## config.mk

```make
export PLATFORM = sky130hd
export DESIGN_NAME = four_register_alu_executor
export DESIGN_NICKNAME = d
export VERILOG_FILES = /design/src/rtl/fra_pkg.sv /design/src/rtl/fra_ram.sv /design/src/rtl/fra_ctrl.sv /design/src/rtl/fra_dp.sv /design/src/rtl/four_register_alu_executor.sv
export SDC_FILE = /design/constraint.sdc
export NUM_CORES = 2
export LEC_CHECK = 0
export BUFFER_PORTS_ARGS = -buffer_cell sky130_fd_sc_hd__buf_2
export CAP_MARGIN = 10
export CORE_MARGIN = 2
export CORE_UTILIZATION = 60
export CTS_BUF_LIST = sky130_fd_sc_hd__clkbuf_2 sky130_fd_sc_hd__clkbuf_4 sky130_fd_sc_hd__clkbuf_8
export DETAILED_ROUTE_END_ITERATION = 16
export PLACE_DENSITY = 0.82
export REMOVE_ABC_BUFFERS = 1
export SLEW_MARGIN = 20
export SYNTH_ARGS = -nofsm -noshare
export SYNTH_HDL_FRONTEND = slang
export SYNTH_SLANG_ARGS = --single-unit
export TNS_END_PERCENT = 100
```

## constraint.sdc

```tcl
create_clock -name clk -period 15.6 [get_ports clk]
set_input_delay 3.12 -clock clk [delete_from_list [all_inputs] [get_ports clk]]
set_output_delay 3.12 -clock clk [all_outputs]
set_load 0.03 [all_outputs]
```

## src/rtl/fra_pkg.sv

```systemverilog
`default_nettype none
// ----------------------------------------------------------------------------
// fra_pkg
// Shared types and constants of the four-register integer executor.
// ----------------------------------------------------------------------------
package fra_pkg;

  localparam int REG_W    = 32;
  localparam int NUM_REGS = 4;
  localparam int REG_AW   = 2;
  localparam int FUNC_W   = 3;

  // Restoring division produces one quotient bit per step.
  localparam int DIV_STEPS = REG_W;
  localparam int DIV_CNT_W = 5;

  // Operation codes. Code 7 has no meaning and behaves as a read out.
  typedef enum logic [FUNC_W-1:0] {
    FUNC_IN  = 3'd0,
    FUNC_MOV = 3'd1,
    FUNC_ADD = 3'd2,
    FUNC_SUB = 3'd3,
    FUNC_MUL = 3'd4,
    FUNC_DIV = 3'd5,
    FUNC_OUT = 3'd6
  } func_t;

  // Commands from the controller to the datapath.
  typedef struct packed {
    logic capture;   // request accepted: latch fields, read the register file
    logic exec;      // operands ready: compute, or set up the divider
    logic div_step;  // one restoring division step
    logic div_fix;   // apply the quotient sign
    logic finish;    // write back and load the output register
  } fra_cmd_t;

  // Status from the datapath to the controller.
  typedef struct packed {
    logic div_run;   // division with a nonzero divisor needs the iterative unit
  } fra_sts_t;

endpackage
`default_nettype wire

```

## src/rtl/fra_ram.sv

```systemverilog
`default_nettype none
// ----------------------------------------------------------------------------
// fra_ram
// Generic RAM with one write port and two registered read ports.
// ----------------------------------------------------------------------------
module fra_ram #(
  parameter int WIDTH = 32,
  parameter int DEPTH = 4
) (
  input  wire logic                     clk,
  input  wire logic                     we,
  input  wire logic [$clog2(DEPTH)-1:0] waddr,
  input  wire logic [WIDTH-1:0]         wdata,
  input  wire logic                     re,
  input  wire logic [$clog2(DEPTH)-1:0] raddr_a,
  input  wire logic [$clog2(DEPTH)-1:0] raddr_b,
  output      logic [WIDTH-1:0]         rdata_a,
  output      logic [WIDTH-1:0]         rdata_b
);

  logic [WIDTH-1:0] mem [DEPTH];

  always_ff @(posedge clk) begin
    if (we) begin
      mem[waddr] <= wdata;
    end
    if (re) begin
      rdata_a <= mem[raddr_a];
      rdata_b <= mem[raddr_b];
    end
  end

endmodule
`default_nettype wire

```

## src/rtl/fra_ctrl.sv

```systemverilog
`default_nettype none
// ----------------------------------------------------------------------------
// fra_ctrl
// Sequencer of the executor: handshakes, division step count, output valid.
// ----------------------------------------------------------------------------
module fra_ctrl (
  input  wire logic              clk,
  input  wire logic              rst,
  input  wire logic              in_valid,
  output      logic              in_ready,
  output      logic              out_valid,
  input  wire logic              out_ready,
  input  wire fra_pkg::fra_sts_t sts,
  output      fra_pkg::fra_cmd_t cmd
);

  typedef enum logic [4:0] {
    ST_IDLE   = 5'b00001,
    ST_EXEC   = 5'b00010,
    ST_DIV    = 5'b00100,
    ST_FIX    = 5'b01000,
    ST_FINISH = 5'b10000
  } state_t;

  state_t                          state, state_next;
  logic [fra_pkg::DIV_CNT_W-1:0]   cnt, cnt_next;
  logic                            slot_free;

  assign in_ready  = (state == ST_IDLE);
  assign slot_free = !out_valid || out_ready;

  always_comb begin
    state_next = state;
    cnt_next   = cnt;
    cmd        = '0;
    case (state)
      ST_IDLE: begin
        if (in_valid) begin
          cmd.capture = 1'b1;
          state_next  = ST_EXEC;
        end
      end
      ST_EXEC: begin
        cmd.exec = 1'b1;
        cnt_next = '0;
        state_next = sts.div_run ? ST_DIV : ST_FINISH;
      end
      ST_DIV: begin
        cmd.div_step = 1'b1;
        cnt_next     = cnt + 1'b1;
        if (cnt == fra_pkg::DIV_CNT_W'(fra_pkg::DIV_STEPS - 1)) begin
          state_next = ST_FIX;
        end
      end
      ST_FIX: begin
        cmd.div_fix = 1'b1;
        state_next  = ST_FINISH;
      end
      ST_FINISH: begin
        // The result waits here until the output register is free.
        if (slot_free) begin
          cmd.finish = 1'b1;
          state_next = ST_IDLE;
        end
      end
      default: begin
        state_next = ST_IDLE;
      end
    endcase
  end

  always_ff @(posedge clk) begin
    if (rst) begin
      state     <= ST_IDLE;
      cnt       <= '0;
      out_valid <= 1'b0;
    end else begin
      state <= state_next;
      cnt   <= cnt_next;
      if (cmd.finish) begin
        out_valid <= 1'b1;
      end else if (out_ready) begin
        out_valid <= 1'b0;
      end
    end
  end

endmodule
`default_nettype wire

```

## src/rtl/fra_dp.sv

```systemverilog
`default_nettype none
// ----------------------------------------------------------------------------
// fra_dp
// Datapath: register file, ALU with multiplier, restoring divider, output.
// ----------------------------------------------------------------------------
module fra_dp (
  input  wire logic                          clk,
  input  wire logic                          rst,
  input  wire fra_pkg::fra_cmd_t             cmd,
  output      fra_pkg::fra_sts_t             sts,
  input  wire logic [fra_pkg::FUNC_W-1:0]    func,
  input  wire logic [fra_pkg::REG_AW-1:0]    dest_reg,
  input  wire logic [fra_pkg::REG_AW-1:0]    src_reg,
  input  wire logic signed [fra_pkg::REG_W-1:0] immediate,
  output      logic signed [fra_pkg::REG_W-1:0] reg_value,
  output      logic                          status
);

  localparam int W = fra_pkg::REG_W;

  fra_pkg::func_t                func_q;
  logic [fra_pkg::REG_AW-1:0]    dest_q;
  logic [W-1:0]                  imm_q;
  logic [fra_pkg::NUM_REGS-1:0]  vld;
  logic                          dv_vld, sv_vld;
  logic [W-1:0]                  ram_a, ram_b;
  logic [W-1:0]                  dv, sv;
  logic [W-1:0]                  prod;
  logic [W-1:0]                  exec_val;
  logic                          exec_st;
  logic [W-1:0]                  res;
  logic                          res_st;
  logic [W-1:0]                  quo, rem, dsr;
  logic                          neg;
  logic [W:0]                    rem_sh, trial;
  logic                          wr_en;

  // Entries never written since reset read as zero.
  fra_ram #(
    .WIDTH(W),
    .DEPTH(fra_pkg::NUM_REGS)
  ) u_regs (
    .clk     (clk),
    .we      (cmd.finish && wr_en),
    .waddr   (dest_q),
    .wdata   (res),
    .re      (cmd.capture),
    .raddr_a (dest_reg),
    .raddr_b (src_reg),
    .rdata_a (ram_a),
    .rdata_b (ram_b)
  );

  assign dv   = dv_vld ? ram_a : '0;
  assign sv   = sv_vld ? ram_b : '0;
  assign prod = dv * sv;

  assign sts.div_run = (func_q == fra_pkg::FUNC_DIV) && (sv != '0);

  always_comb begin
    exec_val = dv;
    exec_st  = 1'b0;
    case (func_q)
      fra_pkg::FUNC_IN:  exec_val = imm_q;
      fra_pkg::FUNC_MOV: exec_val = sv;
      fra_pkg::FUNC_ADD: exec_val = dv + sv;
      fra_pkg::FUNC_SUB: exec_val = dv - sv;
      fra_pkg::FUNC_MUL: exec_val = prod;
      fra_pkg::FUNC_DIV: exec_st  = (sv == '0);
      default:           exec_val = dv;
    endcase
  end

  always_comb begin
    case (func_q)
      fra_pkg::FUNC_IN, fra_pkg::FUNC_MOV, fra_pkg::FUNC_ADD,
      fra_pkg::FUNC_SUB, fra_pkg::FUNC_MUL, fra_pkg::FUNC_DIV: wr_en = 1'b1;
      default: wr_en = 1'b0;
    endcase
  end

  // One restoring step: shift in the next dividend bit, subtract if it fits.
  assign rem_sh = {rem, quo[W-1]};
  assign trial  = rem_sh - {1'b0, dsr};

  always_ff @(posedge clk) begin
    if (rst) begin
      vld <= '0;
    end else if (cmd.finish && wr_en) begin
      vld[dest_q] <= 1'b1;
    end
  end

  always_ff @(posedge clk) begin
    if (cmd.capture) begin
      func_q <= fra_pkg::func_t'(func);
      dest_q <= dest_reg;
      imm_q  <= immediate;
      dv_vld <= vld[dest_reg];
      sv_vld <= vld[src_reg];
    end
    if (cmd.exec) begin
      res    <= exec_val;
      res_st <= exec_st;
      quo    <= dv[W-1] ? (~dv + 1'b1) : dv;
      dsr    <= sv[W-1] ? (~sv + 1'b1) : sv;
      rem    <= '0;
      neg    <= dv[W-1] ^ sv[W-1];
    end
    if (cmd.div_step) begin
      if (!trial[W]) begin
        rem <= trial[W-1:0];
        quo <= {quo[W-2:0], 1'b1};
      end else begin
        rem <= rem_sh[W-1:0];
        quo <= {quo[W-2:0], 1'b0};
      end
    end
    if (cmd.div_fix) begin
      res    <= neg ? (~quo + 1'b1) : quo;
      res_st <= 1'b0;
    end
    if (cmd.finish) begin
      reg_value <= res;
      status    <= res_st;
    end
  end

endmodule
`default_nettype wire

```

## src/rtl/four_register_alu_executor.sv

```systemverilog
`default_nettype none
// ----------------------------------------------------------------------------
// four_register_alu_executor
// Executes decoded instructions on four 32-bit signed registers A to D.
// ----------------------------------------------------------------------------
// Usage:
//   The input channel (in_valid/in_ready) carries one request: func, dest_reg,
//   src_reg and immediate. The output channel (out_valid/out_ready) returns
//   one result per request: the destination register after the operation in
//   reg_value, and status, which is 1 only for a division by zero (the
//   destination then keeps its value).
//   Requests are handled one at a time. Load, copy, add, subtract, multiply
//   and read out pass from acceptance through an execute state to a finish
//   state that writes back and raises out_valid. Division adds the restoring
//   divider, which resolves one quotient bit per cycle for all 32 bits, and a
//   sign fix between operand read and write back; a division by zero skips both.
//   A finished result sits in the output register until taken; the next
//   request is already accepted meanwhile, and its result waits inside until
//   the output register frees up. Reset clears all four registers to zero
//   and empties the output register.
// ----------------------------------------------------------------------------
module four_register_alu_executor (
  input  wire logic               clk,
  input  wire logic               rst,
  input  wire logic               in_valid,
  output      logic               in_ready,
  input  wire logic [2:0]         func,
  input  wire logic [1:0]         dest_reg,
  input  wire logic [1:0]         src_reg,
  input  wire logic signed [31:0] immediate,
  output      logic               out_valid,
  input  wire logic               out_ready,
  output      logic signed [31:0] reg_value,
  output      logic               status
);

  fra_pkg::fra_cmd_t cmd;
  fra_pkg::fra_sts_t sts;

  fra_ctrl u_ctrl (
    .clk       (clk),
    .rst       (rst),
    .in_valid  (in_valid),
    .in_ready  (in_ready),
    .out_valid (out_valid),
    .out_ready (out_ready),
    .sts       (sts),
    .cmd       (cmd)
  );

  fra_dp u_dp (
    .clk       (clk),
    .rst       (rst),
    .cmd       (cmd),
    .sts       (sts),
    .func      (func),
    .dest_reg  (dest_reg),
    .src_reg   (src_reg),
    .immediate (immediate),
    .reg_value (reg_value),
    .status    (status)
  );

endmodule
`default_nettype wire

```

Yosys cells after proc, flatten, opt, wreduce, memory -nomap -nowiden --
Memory sizes are Yosys's and may differ from the RTL's. A register that Yosys moved wholly into a read port is not among the register bits. Index checks and enable logic that the tools add are counted.
Operators by class: reductions and logical operators 14, $lt $le $gt $ge 4, eq/ne operators 14, multiply operators 1, mux-type cells 39, add/sub/neg operators 7, bitwise logic cells 5
Operators by type and width (count):
- 32-bit two-way mux | 11
- 32-bit one-hot mux with 5 select lines | 1
- 32-bit by 1-bit adder with 32-bit output, second input constant | 3
- 32-bit NOT | 3
- 33-bit by 32-bit subtractor with 33-bit output | 1
- 32-bit adder | 1
- 32-bit zero test | 1
- 32-bit by 32-bit multiplier with 32-bit output | 1
- 32-bit nonzero test | 1
- 32-bit subtractor | 1
- 31-bit two-way mux | 1
- 5-bit one-hot mux with 5 select lines | 1
- 5-bit two-way mux | 4
- 1-bit two-way mux | 17
- 5-bit equality test, second input constant | 2
- 5-bit one-hot mux with 2 select lines | 1
- 2-bit by 3-bit < comparator with 1-bit output, second input constant | 3
- 2-bit nonzero test | 4
- 3-bit by 2-bit equality test with 1-bit output, second input constant | 2
- 3-bit equality test, second input constant | 2
- 6-bit OR reduction | 1
- 5-bit by 1-bit adder with 5-bit output, second input constant | 1
- 5-bit by 1-bit equality test with 1-bit output, second input constant | 1
- 5-bit by 2-bit equality test with 1-bit output, second input constant | 1
- other kinds (15) | 19
Storage, ports and cells: input port bits 43, bits in writable memories 128, memories kept 1, output and inout port bits 35, flip-flop bits (word level) 217, word-level logic and storage cells 103
Memory list:
- u_dp.u_regs.mem | words 4, width 32, read ports 2, clocked after memory_dff 2, write ports 1, line fra_ram.sv:21 | logic [WIDTH-1:0] mem [DEPTH];

Logic depth before layout (Yosys ltp) --
depth after elaboration 7, depth in mapped cells 32, mapped depth without buffers 27

Hierarchy --
Synthesis repeated with hierarchy kept, for this count alone.
Second synthesis, totals: cell total of the unflattened synthesis 3771, area, all modules 38285.5 µm²
By module, submodules not included:
- fra_dp | seq. area each 6135.9 µm², times used 1, cells an instance 3433, area each 30249.0 µm²
- fra_ram | seq. area each 5765.5 µm², times used 1, cells an instance 274, area each 7425.9 µm²
- fra_ctrl | seq. area each 220.2 µm², times used 1, cells an instance 64, area each 610.6 µm²

Worst setup path before layout --
Ideal clock, no wire load.
path kind reg2reg, from register u_dp.sv_vld, to register u_dp.res[25], data pin, required time 15344 ps, setup time 256 ps, buffers on the path 6, arrival time 8021 ps, path slack 7323 ps, cell stages (with the launch flop) 32, clock period less this slack 8277 ps, cell sequence edfxtp_1 > buf_2 > buf_4 > clkbuf_1 > clkbuf_1 > clkbuf_1 > nand2_1 > clkbuf_1 > nor2_1 > fa_1 > fa_1 > fa_1 > inv_1 > fa_1 > inv_1 > fa_1 > inv_1 > fa_1 > inv_1 > fa_1 > fa_1 > ha_1 > and2_1 > o21a_1 > o21a_1 > nor3_1 > nand2_1 > a311oi_1 > xnor2_1 > o21ai_0 > o221ai_1 > a22o_1
Between the ends: cells in the longest elaborated chain, start to end 5, elaborated cells between the ends (all ways) 7
RTL lines:
- start, declared | line fra_dp.sv:25 | logic dv_vld, sv_vld;
- start signal, assigned | line fra_dp.sv:100 | sv_vld <= vld[src_reg];
- 32-bit two-way mux * | line fra_dp.sv:55 | assign sv = sv_vld ? ram_b : '0;
- 32-bit by 32-bit multiplier with 32-bit output (tied with other cells) | line fra_dp.sv:56 | assign prod = dv * sv;
- 32-bit one-hot mux with 5 select lines * | line fra_dp.sv:63 | case (func_q)
- 32-bit two-way mux * | line fra_dp.sv:102 | if (cmd.exec) begin
- 32-bit two-way mux * | line fra_dp.sv:119 | if (cmd.div_fix) begin
- end signal, assigned | line fra_dp.sv:103 | res <= exec_val;
- end signal, assigned | line fra_dp.sv:120 | res <= neg ? (~quo + 1'b1) : quo;
- end, declared | line fra_dp.sv:31 | logic [W-1:0] res;
Every way passes the cells marked *; elsewhere a longest branch is shown, timed or not. The select of a mux whose other input is x is not followed. A chain may end at the register's enable or synchronous reset.

Final worst setup path --
from register u_dp.dv_vld, to register u_dp.res[25], data pin
Between the ends: cells in the longest elaborated chain, start to end 5, elaborated cells between the ends (all ways) 7
RTL lines:
- start, declared | line fra_dp.sv:25
- start signal, assigned | line fra_dp.sv:99 | dv_vld <= vld[dest_reg];
- 32-bit two-way mux * | line fra_dp.sv:54 | assign dv = dv_vld ? ram_a : '0;
- 32-bit by 32-bit multiplier with 32-bit output (tied with other cells) | line fra_dp.sv:56
- 32-bit one-hot mux with 5 select lines * | line fra_dp.sv:63
- 32-bit two-way mux * | line fra_dp.sv:102
- 32-bit two-way mux * | line fra_dp.sv:119
Marks and branches as above.

==> metrics <==
status=finished clean; Final Hold Violating Endpoints=0; routed length per instance=26.0 um; worst slew pin tran=1.18 ns; DP HPWL=87400 um; Fin Hold WS=0.467 ns; delay-heaviest family, CP=adder cells; WP data arrival=9.99 ns; Tcrit/Tclk final=61.0%; maxcap violations=0; Die Y=255 um; area grow syn2layout=6.51%; Startpoint Class=register; post-synthesis register bit count=409; dpl cells=4514; initial core utilization=60.5%; CTS tree=yes; DR DRC count=0; CTS root buf=clkbuf_8; Worst Setup Slack post-DPL=6.50 ns; Post-DP Area=39000 um^2; Slew Limit Fails=0; P_leak=16.9 nW; Final #Nets=4378; vias in the first global route=30344; Critical-path top delay cell=and2_1; Horiz. Die Dim=255 um; # hold bufs at CTS=0; gr usage total=36.9%; Final Util=64.4%; most common cell after layout, fill and taps aside=nor2_1; Clock Skew=0.0637 ns; critical path's largest stage delay=0.76 ns; vias post-DR=30336; layout cell share with drive strength beyond 1=9.07%; post-CTS setup buffers=0; post-synthesis cell count=3733; clk sinks=409; Max rail drop VDD=0.000140 V; Worst EP required=16.07 ns; clk slew on worst S/H paths=0.07 ns; core area=62700 um^2; setup violators final=0; Pwr Total=5.08 mW; IO Count=78; most frequent cells in the layout=nor2_1 (491), inv_1 (452), fa_1 (410), edfxtp_1 (393), nand2_1 (385); worst skew pair latency=0.73 ns; Slew headroom=20.8%; number of cells on the critical path=26; WL final=120000 um; antenna violations before repair=9; post-CTS resize count=0; setup_tns=0 ns; Crit. End Element=register; Async S/R FF share, synth=0%; Post-synth EDFFs=393; drt initial violations=4211; Pre-antenna DRT Iters=8; Multi-input gate area=23300 um^2; Sequential Area=12100 um^2; RSZ-0062 raised after global routing=false; Synth Cell Area=37900 um^2; TritonCTS buffer count=61; Synth cell types=89; row cnt=92; cell mode on critical path=fa_1; Main synth FF type=edfxtp_1; design area=40400 um^2; Final GP Congestion=1.10; minimum clock period=9.52 ns; Worst Reg-to-Reg Cells=26; Avg Cell Area, Syn=10.2 um^2; via/cell ratio=6.55; largest net degree at the start of global routing=73; Crit Path Max Fanout=45; H-tree depth=2; first-pass GRT wire length=180000 um; ANT nets after route=0; CP bufs+invs=5; WHS Path Cells=0; Max Buffers Root-to-Sink=3; CP Class=reg2reg; sequential area share after synthesis=32.0%; final non-filler cell total=4633; pwr dens=126 nW/um^2; Min-Delay Path Class=reg2reg; Ys Warns=0; Remaining Overflow, GRT=0; Fmax=0.105 GHz; Die ar.=65200 um^2; Final WS setup=6.08 ns; port bufs=77; filler instances=4846
logic make-up after synthesis:
kind of cell,synth area share (%)
XOR/XNOR,5.48
buffers and inverters,6.64
AO/OA/AOI/OAI,9.71
AND/OR/NAND/NOR,13.1
multiplexers,5.11
flip-flops,32.0
adder cells (fa/ha/maj),28.0
cell type report:
type	instances	share of cell area (%)
antenna	4	0.0248
sequential	409	30.0
tap	846	2.62
timing repair buffer	127	1.95
multi-input combinational	2668	57.7
inverter	466	4.33
clock buffer	76	2.36
clock inverter	37	0.985
per-layer routing:
layer / vias up / routed length (um) / track usage, %
met2: 2451 / 51700 / 54.8
li1: 12530 / - / -
met4: 6 / 9230 / 23.2
met3: 651 / 17800 / 12.8
met5: - / 36 / 0
met1: 14698 / 41600 / 46.4
cell usage after synthesis, drive strengths merged (14+ instances only):
cell | number | share of area [%]
a211oi | 27 | 0.55
a21o | 47 | 0.93
a21oi | 137 | 1.8
a31oi | 26 | 0.43
and2 | 28 | 0.46
buf | 35 | 0.49
clkbuf | 155 | 1.5
dfxtp | 16 | 0.84
edfxtp | 393 | 31
fa | 410 | 22
ha | 192 | 6.3
inv | 454 | 4.5
mux2i | 38 | 1.0
mux4 | 66 | 3.9
nand2 | 392 | 3.9
nand2b | 24 | 0.42
nand3 | 69 | 0.91
nor2 | 493 | 4.9
nor2b | 27 | 0.45
nor3 | 35 | 0.49
o211ai | 28 | 0.55
o21a | 23 | 0.46
o21ai | 141 | 1.9
o22ai | 20 | 0.33
o31ai | 38 | 0.83
or2 | 14 | 0.23
or3 | 14 | 0.24
xnor2 | 128 | 3.0
xor2 | 106 | 2.5
sequential cells by signal, summed over array words and instances, names as in the netlist, 5 cells and up:
signal and flops:
u_dp.u_regs.rdata_a 32, u_ctrl.cnt 5, u_dp.imm_q 32, u_dp.reg_value 32
u_dp.rem 32, u_dp.dsr 32, u_ctrl.state 5, u_dp.u_regs.mem 128
u_dp.quo 32, u_dp.u_regs.rdata_b 32, u_dp.res 32
power by group:
part	switching, mW	internal, mW
Sequential	0.0897	1.30
Clock	0.438	0.526
Combinational	1.71	1.01
final timing paths:
path	slack (ns)	end	start
setup / recovery	6.08	u_dp.res[25]	u_dp.dv_vld
hold / removal	0.47	u_dp.status	u_dp.res_st
setup reg to reg	6.08	u_dp.res[25]	u_dp.dv_vld
hold reg to reg	0.47	u_dp.status	u_dp.res_st
worst reg2reg max path, stage by stage, from the launching register on:
cell and delay (ns):
edfxtp_1 0.33, buf_4 0.41, and2_1 0.78, clkinv_1 0.77
buf_4 0.45, nor2_1 0.16, fa_1 0.44, ha_1 0.31
fa_1 0.45, ha_1 0.21, fa_1 0.49, inv_1 0.07
fa_1 0.56, inv_1 0.05, fa_1 0.50, fa_1 0.46
ha_1 0.38, and2_1 0.20, o21a_1 0.16, o21a_1 0.16
nor3_1 0.53, nand2_1 0.23, a311oi_1 0.41, xnor2_1 0.11
o21ai_0 0.25, o221ai_1 0.17, a22o_1 0.24
(Power assumes the default switching activity.)
